<file path="src/rtl/cwe_pkg.sv">
// Package for the cassette wave encoder: phase codes, register indexes,
// framing constants and the structs shared by the RTL modules.
// No dependencies.
package cwe_pkg;

    // Sample and byte widths
    localparam int unsigned SAMPLE_W  = 8;
    localparam int unsigned BYTE_W    = 8;
    localparam int unsigned HEADER_W  = 12;
    localparam int unsigned CFG_IDX_W = 3;
    localparam int unsigned CFG_DAT_W = 12;

    // Framing bytes
    localparam logic [BYTE_W-1:0] LEADER_BYTE = 8'h55;
    localparam logic [BYTE_W-1:0] SYNC_BYTE   = 8'h3C;
    localparam logic [BYTE_W-1:0] TYPE_EOF_LO = 8'h00;
    localparam logic [BYTE_W-1:0] TYPE_EOF_HI = 8'hFF;

    // Register reset values
    localparam logic [HEADER_W-1:0] HEADER_SAMPLES_RST = 12'd3000;
    localparam logic [7:0]          LEADER_BYTES_RST   = 8'd128;
    localparam logic [7:0]          HIGH_LEVEL_RST     = 8'h10;
    localparam logic [7:0]          LOW_LEVEL_RST      = 8'hF0;
    localparam logic [7:0]          IDLE_LEVEL_RST     = 8'h80;

    // Configuration register indexes
    typedef enum logic [CFG_IDX_W-1:0] {
        REG_HEADER_SAMPLES = 3'd0,
        REG_LEADER_BYTES   = 3'd1,
        REG_HIGH_LEVEL     = 3'd2,
        REG_LOW_LEVEL      = 3'd3,
        REG_IDLE_LEVEL     = 3'd4
    } cfg_idx_t;

    // Framing phases
    typedef enum logic [2:0] {
        PH_HEADER = 3'd0,
        PH_SYNC   = 3'd1,
        PH_TYPE   = 3'd2,
        PH_LEN    = 3'd3,
        PH_BLOCK  = 3'd4,
        PH_SUM    = 3'd5,
        PH_END    = 3'd6
    } phase_t;

    // Configuration values as seen by the core
    typedef struct packed {
        logic [HEADER_W-1:0] header_samples;
        logic [7:0]          leader_bytes;
        logic [SAMPLE_W-1:0] high_level;
        logic [SAMPLE_W-1:0] low_level;
        logic [SAMPLE_W-1:0] idle_level;
    } cfg_t;

    // Encoder state
    typedef struct packed {
        phase_t              phase;
        logic [HEADER_W-1:0] header_left;
        logic [7:0]          leader_left;
        logic                gen_busy;
        logic [BYTE_W-1:0]   cur_byte;
        logic [BYTE_W-1:0]   queued_byte;
        logic                queued_valid;
        logic [2:0]          bit_index;
        logic [1:0]          sub_index;
        logic [BYTE_W-1:0]   block_type;
        logic [BYTE_W-1:0]   block_left;
    } state_t;

    // One result transaction
    typedef struct packed {
        logic                sample_valid;
        logic [SAMPLE_W-1:0] sample;
        logic                byte_taken;
    } result_t;

endpackage

</file>
<file path="src/rtl/cwe_req_if.sv">
// Request channel interface: one sample request carrying an optional file byte.
// Depends on cwe_pkg.
interface cwe_req_if;
    logic                        valid;
    logic                        ready;
    logic                        byte_valid;
    logic [cwe_pkg::BYTE_W-1:0]  in_byte;

    modport source (output valid, output byte_valid, output in_byte, input ready);
    modport sink   (input valid, input byte_valid, input in_byte, output ready);
endinterface

</file>
<file path="src/rtl/cwe_res_if.sv">
// Result channel interface: one audio sample and the byte-consumed flag.
// Depends on cwe_pkg.
interface cwe_res_if;
    logic                          valid;
    logic                          ready;
    logic                          sample_valid;
    logic [cwe_pkg::SAMPLE_W-1:0]  sample;
    logic                          byte_taken;

    modport source (output valid, output sample_valid, output sample, output byte_taken,
                    input ready);
    modport sink   (input valid, input sample_valid, input sample, input byte_taken,
                    output ready);
endinterface

</file>
<file path="src/rtl/cwe_cfg_if.sv">
// Configuration write channel interface: register index and write data.
// Depends on cwe_pkg.
interface cwe_cfg_if;
    logic                           valid;
    logic                           ready;
    logic [cwe_pkg::CFG_IDX_W-1:0]  index;
    logic [cwe_pkg::CFG_DAT_W-1:0]  data;

    modport source (output valid, output index, output data, input ready);
    modport sink   (input valid, input index, input data, output ready);
endinterface

</file>
<file path="src/rtl/cassette_wave_encoder_top.sv">
// Top level of the cassette wave encoder: configuration bank, framing core
// and result register. Depends on cwe_pkg, the channel interfaces, cwe_cfg, cwe_core.
//
//   channel | role   | payload                          | transaction
//   --------+--------+----------------------------------+-----------------------
//   req     | sink   | byte_valid, in_byte              | valid & ready
//   res     | source | sample_valid, sample, byte_taken | valid & ready
//   cfg     | sink   | index, data                      | valid & ready (always)
//
// The phase action and sample selection sit between the state registers and the result
// register, so a request is taken every cycle while res is not stalled.
// The result register frees as it is read, so req stays ready while res is taken.
// A stall on res holds the result and blocks req until the result is taken.
// Reset returns the configuration registers to their defaults and the framing to the header phase.
module cassette_wave_encoder_top (
    input  logic       clk,
    input  logic       rst_n,
    cwe_req_if.sink    req,
    cwe_res_if.source  res,
    cwe_cfg_if.sink    cfg
);

    cwe_pkg::cfg_t    cfg_val;
    cwe_pkg::result_t result;
    cwe_pkg::result_t res_data_reg;
    logic             res_valid_reg;
    logic             res_valid_next;
    logic             step;

    // Take a request when the result register is empty or being read
    assign req.ready = !res_valid_reg || res.ready;
    assign step      = req.valid && req.ready;

    cwe_cfg u_cfg (
        .clk     (clk),
        .rst_n   (rst_n),
        .cfg     (cfg),
        .cfg_val (cfg_val)
    );

    cwe_core u_core (
        .clk        (clk),
        .rst_n      (rst_n),
        .step       (step),
        .byte_valid (req.byte_valid),
        .in_byte    (req.in_byte),
        .cfg_val    (cfg_val),
        .result     (result)
    );

    // Result valid: set on a request, clear once read
    always_comb
    begin
        res_valid_next = res_valid_reg;
        if (step)
        begin
            res_valid_next = 1'b1;
        end
        else if (res.ready)
        begin
            res_valid_next = 1'b0;
        end
    end

    always_ff @(posedge clk or negedge rst_n)
    begin
        if (!rst_n)
        begin
            res_valid_reg <= 1'b0;
        end
        else
        begin
            res_valid_reg <= res_valid_next;
        end
    end

    // Load the result payload
    always_ff @(posedge clk)
    begin
        if (step)
        begin
            res_data_reg <= result;
        end
    end

    assign res.valid        = res_valid_reg;
    assign res.sample_valid = res_data_reg.sample_valid;
    assign res.sample       = res_data_reg.sample;
    assign res.byte_taken   = res_data_reg.byte_taken;

endmodule

</file>
<file path="src/rtl/cwe_cfg.sv">
// Configuration register bank of the cassette wave encoder.
// Depends on cwe_pkg and cwe_cfg_if.
module cwe_cfg (
    input  logic           clk,
    input  logic           rst_n,
    cwe_cfg_if.sink        cfg,
    output cwe_pkg::cfg_t  cfg_val
);

    cwe_pkg::cfg_t cfg_reg;
    cwe_pkg::cfg_t cfg_next;

    // Always take writes
    assign cfg.ready = 1'b1;
    assign cfg_val   = cfg_reg;

    // Decode the write; drop indexes beyond the register list
    always_comb
    begin
        cfg_next = cfg_reg;
        if (cfg.valid)
        begin
            case (cfg.index)
                cwe_pkg::REG_HEADER_SAMPLES: cfg_next.header_samples = cfg.data;
                cwe_pkg::REG_LEADER_BYTES:   cfg_next.leader_bytes   = cfg.data[7:0];
                cwe_pkg::REG_HIGH_LEVEL:     cfg_next.high_level     = cfg.data[7:0];
                cwe_pkg::REG_LOW_LEVEL:      cfg_next.low_level      = cfg.data[7:0];
                cwe_pkg::REG_IDLE_LEVEL:     cfg_next.idle_level     = cfg.data[7:0];
                default:                     cfg_next = cfg_reg;
            endcase
        end
    end

    // Hold the registers
    always_ff @(posedge clk or negedge rst_n)
    begin
        if (!rst_n)
        begin
            cfg_reg.header_samples <= cwe_pkg::HEADER_SAMPLES_RST;
            cfg_reg.leader_bytes   <= cwe_pkg::LEADER_BYTES_RST;
            cfg_reg.high_level     <= cwe_pkg::HIGH_LEVEL_RST;
            cfg_reg.low_level      <= cwe_pkg::LOW_LEVEL_RST;
            cfg_reg.idle_level     <= cwe_pkg::IDLE_LEVEL_RST;
        end
        else
        begin
            cfg_reg <= cfg_next;
        end
    end

endmodule

</file>
<file path="src/rtl/cwe_core.sv">
// Framing state and single-pass step logic of the cassette wave encoder:
// runs the phase action, then produces at most one FSK sample per request.
// Depends on cwe_pkg.
module cwe_core (
    input  logic                        clk,
    input  logic                        rst_n,
    input  logic                        step,
    input  logic                        byte_valid,
    input  logic [cwe_pkg::BYTE_W-1:0]  in_byte,
    input  cwe_pkg::cfg_t               cfg_val,
    output cwe_pkg::result_t            result
);

    cwe_pkg::state_t state_reg;
    cwe_pkg::state_t state_next;

    // Phase action followed by sample generation
    always_comb
    begin
        cwe_pkg::state_t s;
        logic            pend;
        logic            taken;
        logic            cur_bit;
        logic            last;
        logic [cwe_pkg::SAMPLE_W-1:0] smp;

        s       = state_reg;
        taken   = 1'b0;
        smp     = '0;
        cur_bit = 1'b0;
        last    = 1'b0;

        pend = (s.header_left != '0) || s.gen_busy || (s.leader_left != '0) || s.queued_valid;

        // Advance the framing phase when the generator is idle and a byte is offered
        if (!pend && byte_valid)
        begin
            case (s.phase)
                cwe_pkg::PH_HEADER:
                begin
                    s.header_left = cfg_val.header_samples;
                    s.leader_left = cfg_val.leader_bytes;
                    s.phase       = cwe_pkg::PH_SYNC;
                end
                cwe_pkg::PH_SYNC:
                begin
                    taken = 1'b1;
                    if (in_byte == cwe_pkg::SYNC_BYTE)
                    begin
                        s.cur_byte     = cwe_pkg::LEADER_BYTE;
                        s.gen_busy     = 1'b1;
                        s.bit_index    = '0;
                        s.sub_index    = '0;
                        s.queued_byte  = cwe_pkg::SYNC_BYTE;
                        s.queued_valid = 1'b1;
                        s.phase        = cwe_pkg::PH_TYPE;
                    end
                end
                cwe_pkg::PH_TYPE:
                begin
                    taken        = 1'b1;
                    s.block_type = in_byte;
                    s.cur_byte   = in_byte;
                    s.gen_busy   = 1'b1;
                    s.bit_index  = '0;
                    s.sub_index  = '0;
                    s.phase      = cwe_pkg::PH_LEN;
                end
                cwe_pkg::PH_LEN:
                begin
                    taken        = 1'b1;
                    s.block_left = in_byte;
                    s.cur_byte   = in_byte;
                    s.gen_busy   = 1'b1;
                    s.bit_index  = '0;
                    s.sub_index  = '0;
                    s.phase      = cwe_pkg::PH_BLOCK;
                end
                cwe_pkg::PH_BLOCK:
                begin
                    if (s.block_left != '0)
                    begin
                        taken        = 1'b1;
                        s.cur_byte   = in_byte;
                        s.gen_busy   = 1'b1;
                        s.bit_index  = '0;
                        s.sub_index  = '0;
                        s.block_left = s.block_left - 8'd1;
                    end
                    else
                    begin
                        s.phase = cwe_pkg::PH_SUM;
                    end
                end
                cwe_pkg::PH_SUM:
                begin
                    taken          = 1'b1;
                    s.cur_byte     = in_byte;
                    s.gen_busy     = 1'b1;
                    s.bit_index    = '0;
                    s.sub_index    = '0;
                    s.queued_byte  = cwe_pkg::LEADER_BYTE;
                    s.queued_valid = 1'b1;
                    s.phase        = cwe_pkg::PH_END;
                end
                cwe_pkg::PH_END:
                begin
                    taken = 1'b1;
                    if ((s.block_type == cwe_pkg::TYPE_EOF_LO) ||
                        (s.block_type == cwe_pkg::TYPE_EOF_HI))
                    begin
                        s.phase = cwe_pkg::PH_HEADER;
                    end
                    else
                    begin
                        s.phase = cwe_pkg::PH_SYNC;
                    end
                end
                default:
                begin
                    s.phase = cwe_pkg::PH_HEADER;
                end
            endcase
        end

        pend = (s.header_left != '0) || s.gen_busy || (s.leader_left != '0) || s.queued_valid;

        // Emit one sample: idle header first, then the bit cells of the current byte
        if (pend)
        begin
            if (s.header_left != '0)
            begin
                s.header_left = s.header_left - 12'd1;
                smp           = cfg_val.idle_level;
            end
            else
            begin
                // Load the next leader byte or the queued byte
                if (!s.gen_busy)
                begin
                    if (s.leader_left != '0)
                    begin
                        s.leader_left = s.leader_left - 8'd1;
                        s.cur_byte    = cwe_pkg::LEADER_BYTE;
                    end
                    else
                    begin
                        s.queued_valid = 1'b0;
                        s.cur_byte     = s.queued_byte;
                    end
                    s.gen_busy  = 1'b1;
                    s.bit_index = '0;
                    s.sub_index = '0;
                end

                // One is high,low; zero is high,high,low,low
                cur_bit = s.cur_byte[s.bit_index];
                if ((s.sub_index == 2'd0) || (!cur_bit && (s.sub_index == 2'd1)))
                begin
                    smp = cfg_val.high_level;
                end
                else
                begin
                    smp = cfg_val.low_level;
                end
                last = (cur_bit && (s.sub_index == 2'd1)) || (s.sub_index == 2'd3);

                if (last)
                begin
                    s.sub_index = '0;
                    if (s.bit_index == 3'd7)
                    begin
                        s.bit_index = '0;
                        s.gen_busy  = 1'b0;
                    end
                    else
                    begin
                        s.bit_index = s.bit_index + 3'd1;
                    end
                end
                else
                begin
                    s.sub_index = s.sub_index + 2'd1;
                end
            end
        end

        state_next          = s;
        result.sample_valid = pend;
        result.sample       = smp;
        result.byte_taken   = taken;
    end

    // Advance the state on each accepted request
    always_ff @(posedge clk or negedge rst_n)
    begin
        if (!rst_n)
        begin
            state_reg <= '0;
        end
        else if (step)
        begin
            state_reg <= state_next;
        end
    end

endmodule
</file>
<file path="src/flat_wrapper.sv">
// flat-port wrapper written by rule: the top's interface ports become plain ports
module cassette_wave_encoder_top_flat 
  (clk, rst_n, req_valid, req_byte_valid, req_in_byte, req_ready, res_valid, res_sample_valid, res_sample, res_byte_taken, res_ready, cfg_valid, cfg_index, cfg_data, cfg_ready);
  cwe_req_if req_i ();
  cwe_res_if res_i ();
  cwe_cfg_if cfg_i ();
  input  logic clk;
  input  logic rst_n;
  input wire logic [$bits(req_i.valid)-1:0] req_valid;
  input wire logic [$bits(req_i.byte_valid)-1:0] req_byte_valid;
  input wire logic [$bits(req_i.in_byte)-1:0] req_in_byte;
  output wire logic [$bits(req_i.ready)-1:0] req_ready;
  output wire logic [$bits(res_i.valid)-1:0] res_valid;
  output wire logic [$bits(res_i.sample_valid)-1:0] res_sample_valid;
  output wire logic [$bits(res_i.sample)-1:0] res_sample;
  output wire logic [$bits(res_i.byte_taken)-1:0] res_byte_taken;
  input wire logic [$bits(res_i.ready)-1:0] res_ready;
  input wire logic [$bits(cfg_i.valid)-1:0] cfg_valid;
  input wire logic [$bits(cfg_i.index)-1:0] cfg_index;
  input wire logic [$bits(cfg_i.data)-1:0] cfg_data;
  output wire logic [$bits(cfg_i.ready)-1:0] cfg_ready;
  assign req_i.valid = req_valid;
  assign req_i.byte_valid = req_byte_valid;
  assign req_i.in_byte = req_in_byte;
  assign req_ready = req_i.ready;
  assign res_valid = res_i.valid;
  assign res_sample_valid = res_i.sample_valid;
  assign res_sample = res_i.sample;
  assign res_byte_taken = res_i.byte_taken;
  assign res_i.ready = res_ready;
  assign cfg_i.valid = cfg_valid;
  assign cfg_i.index = cfg_index;
  assign cfg_i.data = cfg_data;
  assign cfg_ready = cfg_i.ready;
  cassette_wave_encoder_top u_core (.clk(clk), .rst_n(rst_n), .req(req_i), .res(res_i), .cfg(cfg_i));
endmodule
</file>
<file path="config.mk">
export PLATFORM = sky130hd
export DESIGN_NAME = cassette_wave_encoder_top_flat
export DESIGN_NICKNAME = d
export VERILOG_FILES = /design/src/rtl/cwe_pkg.sv /design/src/rtl/cwe_req_if.sv /design/src/rtl/cwe_res_if.sv /design/src/rtl/cwe_cfg_if.sv /design/src/rtl/cassette_wave_encoder_top.sv /design/src/rtl/cwe_cfg.sv /design/src/rtl/cwe_core.sv /design/src/flat_wrapper.sv
export SDC_FILE = /design/constraint.sdc
export NUM_CORES = 1
export LEC_CHECK = 0
export ABC_AREA = 1
export BUFFER_PORTS_ARGS = -buffer_cell sky130_fd_sc_hd__buf_2
export CELL_PAD_IN_SITES_DETAIL_PLACEMENT = 0
export CELL_PAD_IN_SITES_GLOBAL_PLACEMENT = 1
export CORE_MARGIN = 10
export CORE_UTILIZATION = 35
export CTS_BUF_LIST = sky130_fd_sc_hd__clkbuf_2 sky130_fd_sc_hd__clkbuf_4 sky130_fd_sc_hd__clkbuf_8
export DETAILED_ROUTE_END_ITERATION = 12
export PLACE_DENSITY_LB_ADDON = 0.25
export SETUP_SLACK_MARGIN = 0.02
export SYNTH_ARGS = -nofsm -noshare
export SYNTH_HDL_FRONTEND = slang
export SYNTH_SLANG_ARGS = --single-unit
export TNS_END_PERCENT = 100
</file>
<file path="constraint.sdc">
create_clock -name clk -period 3.6 [get_ports clk]
set_input_delay 0.72 -clock clk [delete_from_list [all_inputs] [get_ports clk]]
set_output_delay 0.72 -clock clk [all_outputs]
set_load 0.05 [all_outputs]
</file>
==> reports/qor.yml, run 1 <==
outcome:
  status: "finished clean"
grt:
  grt_use_met2: 0.237
  antenna_found_initial: 0
  grt-busiest-layer: "met2"
  grt_pass1_vias: 5782
  grt_use_met3: 0.0297
  grt_max_degree: 48
  grtUsageMet1: 0.191
  grt_pass1_wl_um: 30200
  overflow: 0
  track_usage: 0.146
critical_path:
  cp-end-kind: "register"
  criticalPathCategory: "register to register"
  start_kind: "register"
  arrival_ns: 3.49
  cpPeakStageDelay_ns: 0.36
  crit_fanout: 15
  required_ns: 3.92
  crit_slowest_cell: "dfrtp_1"
  crit_family: "simple AND/OR/NAND/NOR gates"
  path_cells: "inv_1 > nand2_2 > nor2_4 > inv_1 > nor2_4 > a21oi_1 > ha_1 > nand2_1 > nor2_2 > nand2_2 > nor2_2 > nand2_2 > nor2_8 > inv_2 > buf_4 > nand2_1 > nor2_1 > nand2_1 > xor2_1 > o21ai_1"
  crit_buf_inv: 4
run:
  cap_violations: 0
sta:
  tightest_slew_ns: 0.687
  slew_violations: 0
  period_minus_slack_ns: 3.17
  final_hold_viol_count: 0
  max_freq_mhz: 316
  relSlewSlack: 0.541
  fin_crit_sh: 0.880
  whs_ns: 0.191
  rsz0062_at_grt: "no"
  finalSetupTns_ns: 0
  fin_skew_ns: 0.0148
  layout_setup_ws_ns: 0.432
  setup_viol: 0
synthesis:
  syn_area_sq_um: 6750
  yosysTopAreaCell: "dfrtp_1"
  async_reset_ff_frac: 0.915
  syn_nets: 910
  synth_top_area_share: 0.345
  synth_area_per_cell_sq_um: 7.74
  yosys_warnings: 0
  ys_seq_elements: 117
  synth_ff_type: "dfrtp_1"
  yosys-top-cells-area: "dfrtp_1, nand2_1, o21ai_0"
  syn_inst: 872
  yosys-top-cells-count: "nand2_1, o21ai_0, inv_1"
  synth_edf_count: 10
  yosysSeqAreaShare: 0.444
  synth.most_common_cell: "nand2_1"
  yosysUniqueCellTypes: 50
power_and_ir_drop:
  peakVddDrop_mv: 0.270
  p_leak_nw: 3.63
  cellPowerDensity_nw_per_um2: 602
clock_tree:
  cts_inserted_buffers: 17
  htreeDepth: 4
  insertion_delay_ns: 0.45
  cts_max_path_buffers: 2
  postCtsHoldBufs: 0
  tritoncts: "done"
  clk_pin_slew_ns: 0.08
  root_buffer: "clkbuf_8"
  cts_setup_buffers: 0
  cts_resized: 0
  cts.sinks: 117
die:
  start_util: 0.359
  die_area_sq_um: 25200
  rows: 50
  die_h_um: 159
  ioPinCount: 42
  die_w_um: 159
  core_sq_um: 18800
drt:
  via_per_inst: 4.86
  dr_total_vias: 5810
  wl_per_cell_um: 15.4
  drtIter0Drc: 304
  drt_wl_total_um: 18400
  drc: 0
  ant_nets: 0
  drt_pass1_iterations: 5
finish:
  n_antenna_cell: 0
  nFillCells: 1976
  largest_register_ff_count: 62
  drive_gt1_frac: 0.186
  synthToLayoutAreaGrowth_pct: 14.0
  finalInstanceArea_sq_um: 7700
  layoutNonFillerInstCount: 1195
  num-nets-final: 960
placed_design:
  placed_cell_area_sq_um: 7270
  post-place-ws_ns: 0.114
  dp_hpwl_um: 13600
  place_congestion: 0.815
  portBuffers: 40
  dp.cells: 1163
hold_path:
  min_path_type: "input pin to async pin"
## area by class of cell
cell class	instances	area, sq um	share of cell area
Multi-Input combinational cell	615	3190	0.414
Clock inverter	15	189	0.0245
Tap cell	260	325	0.0422
Clock buffer	17	234	0.0304
Inverter	114	428	0.0556
Timing Repair Buffer	57	343	0.0445
Sequential cell	117	3000	0.389
## metal layers
| metal | wire length, um | share of wire |
|---|---|---|
| met3 | 610 | 0.033 |
| met5 | 0 | 0 |
| met4 | 223 | 0.012 |
| met2 | 8860 | 0.48 |
| met1 | 8730 | 0.47 |
## worst paths after layout
| path | startpoint | end | slack [ns] | cells past startpoint |
|---|---|---|---|---|
| worst max-delay path | u_core.u_core.state_reg[59] | u_core.u_core.state_reg[52] | 0.43 | 20 |
| worst min-delay path | rst_n | u_core.u_core.state_reg[2] | 0.19 | 1 |
| worst max register to register | u_core.u_core.state_reg[59] | u_core.u_core.state_reg[52] | 0.43 | 20 |
| worst min register to register | u_core.u_core.state_reg[24] | u_core.u_core.state_reg[24] | 0.47 | 1 |
| max in group asynchronous | rst_n | u_core.u_cfg.cfg_val[41] | 2.57 | 2 |
| min in group clk | u_core.u_core.state_reg[24] | u_core.u_core.state_reg[24] | 0.47 | 1 |
## through the flow
step,util,power (mW)
6_report,0.409,4.64
5_1_grt,0.409,4.97
4_1_cts,0.409,4.69
3_5_place_dp,0.386,3.34
3_3_place_gp,0.386,3.34
2_1_floorplan,-,2.95
## worst reg2reg max path, stage by stage, from the launching register on
cell	delay [ns]
dfrtp_1	0.36
inv_1	0.16
nand2_2	0.11
nor2_4	0.26
inv_1	0.12
nor2_4	0.24
a21oi_1	0.15
ha_1	0.22
nand2_1	0.13
nor2_2	0.06
nand2_2	0.07
nor2_2	0.05
nand2_2	0.10
nor2_8	0.07
inv_2	0.06
buf_4	0.23
nand2_1	0.10
nor2_1	0.18
nand2_1	0.09
xor2_1	0.17
o21ai_1	0.09
## report_power, final
group | internal (mW) | total [mW] | switching, mW | leakage [nW]
sequential | 1.62 | 1.80 | 0.181 | 1.38
combinational | 0.506 | 1.51 | 1.01 | 2.04
clock | 0.700 | 1.32 | 0.624 | 0.210
## cell families (layout without fill, tap and decap cells)
| family | Yosys count | in the layout | synth area share |
|---|---|---|---|
| and+or+nand+nor | 409 | 409 | 0.282 |
| AOI/OAI and AO/OA | 183 | 183 | 0.152 |
| buffers and inverters | 140 | 203 | 0.0856 |
| DFF | 117 | 117 | 0.444 |
| adders and majority gates | 9 | 9 | 0.0167 |
| xor gates and xnor gates | 9 | 9 | 0.0128 |
| muxes | 4 | 4 | 0.00667 |
| other | 1 | 1 | 0.000555 |
## layout by cell type (no fill, tap or decap), drive strengths merged
cell	n
a21oi	39
a22oi	1
a31oi	8
a41oi	1
and2	1
buf	57
bufinv	3
clkbuf	17
clkinv	5
clkinvlp	1
conb	1
dfrtp	93
dfstp	14
edfxtp	10
ha	9
inv	120
mux2	4
nand2	238
nand3	59
nand3b	2
nand4	12
nor2	80
nor3	9
nor4	5
o211ai	4
o21ai	116
o21bai	2
o22ai	10
o31ai	2
or2	3
xnor2	1
xor2	8
No activity file was read; power rests on OpenSTA's default activity.
==> run 2, diff against run 1 <==
--- a/config.mk
+++ b/config.mk
@@ -7,8 +7,6 @@
 export LEC_CHECK = 0
 export ABC_AREA = 1
 export BUFFER_PORTS_ARGS = -buffer_cell sky130_fd_sc_hd__buf_2
-export CELL_PAD_IN_SITES_DETAIL_PLACEMENT = 0
-export CELL_PAD_IN_SITES_GLOBAL_PLACEMENT = 1
 export CORE_MARGIN = 10
 export CORE_UTILIZATION = 35
 export CTS_BUF_LIST = sky130_fd_sc_hd__clkbuf_2 sky130_fd_sc_hd__clkbuf_4 sky130_fd_sc_hd__clkbuf_8
@@ -18,4 +16,4 @@
 export SYNTH_ARGS = -nofsm -noshare
 export SYNTH_HDL_FRONTEND = slang
 export SYNTH_SLANG_ARGS = --single-unit
-export TNS_END_PERCENT = 100
+export TNS_END_PERCENT = 1
==> reports/qor.yml, run 2 (synthesis gave the netlist of run 1 again) <==
outcome:
  status: "finished clean"
run:
  cap_violations: 0
sta:
  relSlewSlack: 0.419
  fin_skew_ns: 0.0159
  rsz0062_at_grt: "no"
  final_hold_viol_count: 0
  max_freq_mhz: 313
  setup_viol: 0
  finalSetupTns_ns: 0
  period_minus_slack_ns: 3.19
  slew_violations: 0
  fin_crit_sh: 0.886
  tightest_slew_ns: 0.871
finish:
  final_core_util: 0.407
  drive_gt1_frac: 0.184
  layout_commonest_cell: "nand2_1"
  num-nets-final: 958
  nFillCells: 1985
  layoutNonFillerInstCount: 1193
  most-common-layout-cells: "nand2_1, o21ai_0, inv_1"
  synthToLayoutAreaGrowth_pct: 13.6
  largest_register_ff_count: 62
  n_antenna_cell: 0
grt:
  grt_pass1_vias: 5736
  antenna_found_initial: 0
  overflow: 0
  grt_pass1_wl_um: 29100
  grt_max_degree: 66
  track_usage: 0.140
drt:
  via_per_inst: 4.82
  dr_total_vias: 5745
  drtIter0Drc: 339
  drc: 0
  wl_per_cell_um: 14.6
  ant_nets: 0
  drt_wl_total_um: 17500
  drt_pass1_iterations: 5
critical_path:
  worstRegToRegCells: 20
  r2r_start: "u_core.u_core.state_reg[0]"
  crit_fanout: 19
  cp.depth: 20
  path_cells: "inv_1 > ha_1 > nand2_1 > o21ai_2 > inv_2 > nor2_1 > nand2_1 > nand2_4 > nand2_4 > inv_2 > nand2_1 > nand3_1 > nand3_1 > nand3_1 > nand2_1 > nand2_2 > nand2_4 > nand2_1 > nand3_1 > a21oi_1"
  cpPeakStageDelay_ns: 0.38
  start_kind: "register"
  required_ns: 3.91
  cp-end-kind: "register"
  worst_r2r_endpoint: "u_core.res.sample[2]"
  crit_slowest_cell: "dfrtp_1"
  crit_family: "simple AND/OR/NAND/NOR gates"
  reg2reg_setup_slack_ns: 0.41
  arrival_ns: 3.50
  crit_path_frequent_cell: "nand2_1"
  crit_buf_inv: 3
  criticalPathCategory: "register to register"
clock_tree:
  postCtsHoldBufs: 0
  cts_resized: 0
  cts_inserted_buffers: 17
  cts_setup_buffers: 0
  cts_max_path_buffers: 2
  insertion_delay_ns: 0.46
  tritoncts: "done"
  clk_pin_slew_ns: 0.09
  htreeDepth: 4
  root_buffer: "clkbuf_8"
  cts.sinks: 117
die:
  die_w_um: 159
  die_h_um: 159
  start_util: 0.359
  core_sq_um: 18800
  rows: 50
  ioPinCount: 42
  die_area_sq_um: 25200
placed_design:
  portBuffers: 40
  dp.cells: 1161
  dp_hpwl_um: 12500
  place_congestion: 0.812
power_and_ir_drop:
  cellPowerDensity_nw_per_um2: 599
  peakVddDrop_mv: 0.326
  p_leak_nw: 3.62
hold_path:
  min_path_type: "input pin to async pin"
==> run 2: cell types whose count changed in the layout (fill, tap and decap cells not counted), sizes merged <==
cell,previous run,this run
inv,120,123
clkinv,5,3
bufinv,3,2
buf,57,55
==> run 2: how the worst max path moves through the flow <==
stage | from | endpoint | slack [ns]
after detailed placement | req_in_byte[1] | u_core.res.sample[3] | 0.17
after floorplan | req_byte_valid | u_core.res.sample[0] | 0.55
after global routing | u_core.u_core.state_reg[60] | u_core.u_core.state_reg[18] | 0.09
final | u_core.u_core.state_reg[0] | u_core.res.sample[2] | 0.41
after global placement | req_in_byte[1] | u_core.res.sample[6] | 0.19
after CTS | u_core.u_core.state_reg[0] | u_core.res.sample[1] | 0.43
==> run 2: report_power, final <==
part | leakage, nW | internal, mW | switching (mW)
registers | 1.38 | 1.62 | 0.182
logic | 2.03 | 0.494 | 0.997
clock network | 0.210 | 0.648 | 0.655
==> run 2: layer usage <==
| metal | wire length [um] | up-vias | global-route usage | share of wire |
|---|---|---|---|---|
| li1 | - | 2946 | - | - |
| met1 | 8430 | 2686 | 0.182 | 0.48 |
| met2 | 8170 | 89 | 0.226 | 0.47 |
| met3 | 521 | 24 | 0.0289 | 0.030 |
| met4 | 329 | 0 | 0.0505 | 0.019 |
| met5 | 0 | - | 0 | 0 |
==> run 2: metrics by stage <==
step	hold slack (ns)	setup slack (ns)	instance area, sq um	total power, mW
4_1_cts	0.388	0.427	7670	4.64
5_1_grt	0.424	0.0856	7670	4.94
6_report	0.383	0.409	7670	4.59
3_5_place_dp	0.454	0.171	7250	3.31
3_3_place_gp	0.449	0.187	7250	3.30
2_1_floorplan	0.424	0.550	6750	2.95
==> run 2: final cells by class <==
cell class                 count  area [sq um]  share of cell area
clock inverter                15           183              0.0238
clock buffer                  17           234              0.0305
multi-input combinational    615          3180               0.414
sequential                   117          3000               0.390
inverter                     114           428              0.0558
timing repair buffer          55           328              0.0427
tap                          260           325              0.0424
==> run 2: worst register-to-register path, delay by kind of cell (launching register included) <==
kind / cells / cell delay (ns)
flip-flops: 1 / 0.38
buffers and inverters: 3 / 0.47
AO/OA/AOI/OAI: 2 / 0.36
adder cells (fa/ha/maj): 1 / 0.17
AND/OR/NAND/NOR: 14 / 1.67
==> run 3, diff against run 2 <==
--- a/config.mk
+++ b/config.mk
@@ -8,7 +8,7 @@
 export ABC_AREA = 1
 export BUFFER_PORTS_ARGS = -buffer_cell sky130_fd_sc_hd__buf_2
 export CORE_MARGIN = 10
-export CORE_UTILIZATION = 35
+export CORE_UTILIZATION = 40
 export CTS_BUF_LIST = sky130_fd_sc_hd__clkbuf_2 sky130_fd_sc_hd__clkbuf_4 sky130_fd_sc_hd__clkbuf_8
 export DETAILED_ROUTE_END_ITERATION = 12
 export PLACE_DENSITY_LB_ADDON = 0.25
==> reports/qor.yml, run 3 (synthesis gave the netlist of run 1 again) <==
sta:
  max_freq_mhz: 316
  tightest_slew_ns: 0.948
  fin_skew_ns: 0.0142
  slew_violations: 0
  rsz0062_at_grt: "no"
  finalSetupTns_ns: 0
  relSlewSlack: 0.368
  final_hold_viol_count: 0
  fin_crit_sh: 0.880
  setup_viol: 0
  period_minus_slack_ns: 3.17
finish:
  most-common-layout-cells: "nand2_1, o21ai_0, inv_1"
  synthToLayoutAreaGrowth_pct: 12.6
  n_antenna_cell: 0
  num-nets-final: 959
  largest_register_ff_count: 62
  drive_gt1_frac: 0.185
  layout_commonest_cell: "nand2_1"
die:
  rows: 47
  start_util: 0.407
  die_h_um: 150
  die_area_sq_um: 22500
  die_w_um: 150
  core_sq_um: 16600
  ioPinCount: 42
placed_design:
  place_congestion: 0.863
  dp_hpwl_um: 12300
  portBuffers: 40
clock_tree:
  root_buffer: "clkbuf_8"
  postCtsHoldBufs: 0
  cts.sinks: 117
  tritoncts: "done"
  insertion_delay_ns: 0.45
  htreeDepth: 4
  cts_setup_buffers: 0
  cts_inserted_buffers: 17
  cts_max_path_buffers: 2
  clk_pin_slew_ns: 0.09
  cts_resized: 0
critical_path:
  crit_end: "u_core.res.sample[5]"
  crit_fanout: 19
  required_ns: 3.82
  path_cells: "inv_1 > ha_1 > nand2_1 > o21ai_2 > inv_2 > nor2_1 > nand2_1 > nand2_4 > nand2_4 > inv_2 > nand2_1 > nand3_1 > nand3_1 > nand3_1 > nand2_1 > nand2_2 > nand3_1 > nand3_1 > a21oi_1"
  criticalPathCategory: "register to register"
  cpPeakStageDelay_ns: 0.37
  cp-end-kind: "register"
  r2r_start: "u_core.u_core.state_reg[0]"
  worstRegToRegCells: 19
  crit_slowest_cell: "dfrtp_1"
  start_kind: "register"
  crit_path_frequent_cell: "nand3_1"
  arrival_ns: 3.38
  reg2reg_setup_slack_ns: 0.43
  crit_path_start: "u_core.u_core.state_reg[0]"
  worst_r2r_endpoint: "u_core.res.sample[5]"
grt:
  grt_pass1_vias: 5800
  track_usage: 0.161
  grt_max_degree: 72
  grt_pass1_wl_um: 28900
  antenna_found_initial: 0
  overflow: 0
drt:
  ant_nets: 0
  via_per_inst: 4.99
  dr_total_vias: 5758
  wl_per_cell_um: 14.9
  drt_pass1_iterations: 5
  drt_wl_total_um: 17200
  drtIter0Drc: 406
  drc: 0
power_and_ir_drop:
  p_leak_nw: 3.61
  p_total_mw: 4.52
  peakVddDrop_mv: 0.316
  cellPowerDensity_nw_per_um2: 595
hold_path:
  min_path_type: "input pin to async pin"
outcome:
  status: "finished clean"
run:
  cap_violations: 0
## run 3: worst min-delay path by stage
stage / startpoint / end / slack, ns / cells past startpoint
final: rst_n / u_core.u_cfg.cfg_val[27] / 0.42 / 1
after global routing: rst_n / u_core.u_cfg.cfg_val[5] / 0.46 / 1
after CTS: rst_n / u_core.u_cfg.cfg_val[21] / 0.45 / 1
after detailed placement: u_core.u_core.state_reg[26] / u_core.u_core.state_reg[26] / 0.46 / 1
after global placement: u_core.u_core.state_reg[24] / u_core.u_core.state_reg[24] / 0.45 / 1
after floorplan: rst_n / u_core.res.valid / 0.42 / 0
## run 3: per-layer routing
layer,wire [um],track usage
met5,0,0
met4,247,0.0496
met3,666,0.0380
met2,8120,0.264
met1,8160,0.206
## run 3: worst max-delay path, delay by kind of cell, from the launching register on
| family | cells | cell delay, ns |
|---|---|---|
| and+or+nand+nor | 13 | 1.63 |
| buffers and inverters | 3 | 0.46 |
| AOI/OAI and AO/OA | 2 | 0.29 |
| DFF | 1 | 0.37 |
| adders and majority gates | 1 | 0.18 |
## run 3: power by group
group	internal, mW	total, mW	switching [mW]
registers	1.62	1.80	0.182
logic	0.498	1.49	0.996
clock network	0.578	1.23	0.656
total	2.69	4.52	1.83
## run 3: layout make-up
cell class	count	area (sq um)
inverter	114	428
tap	220	275
sequential	117	3000
multi-input combinational	615	3180
clock inverter	15	159
fill	1715	8980
clock buffer	17	234
timing repair buffer	56	335
## run 3: per-stage QoR
stage	instances	util	hold WS [ns]	setup slack (ns)	cell area (sq um)
floorplan	872	-	0.424	0.550	6750
global placement	1122	0.435	0.451	0.212	7210
detailed placement	1122	0.435	0.457	0.203	7210
CTS	1154	0.459	0.446	0.444	7600
global route	1154	0.459	0.464	0.109	7600
finish	1154	0.459	0.421	0.432	7600
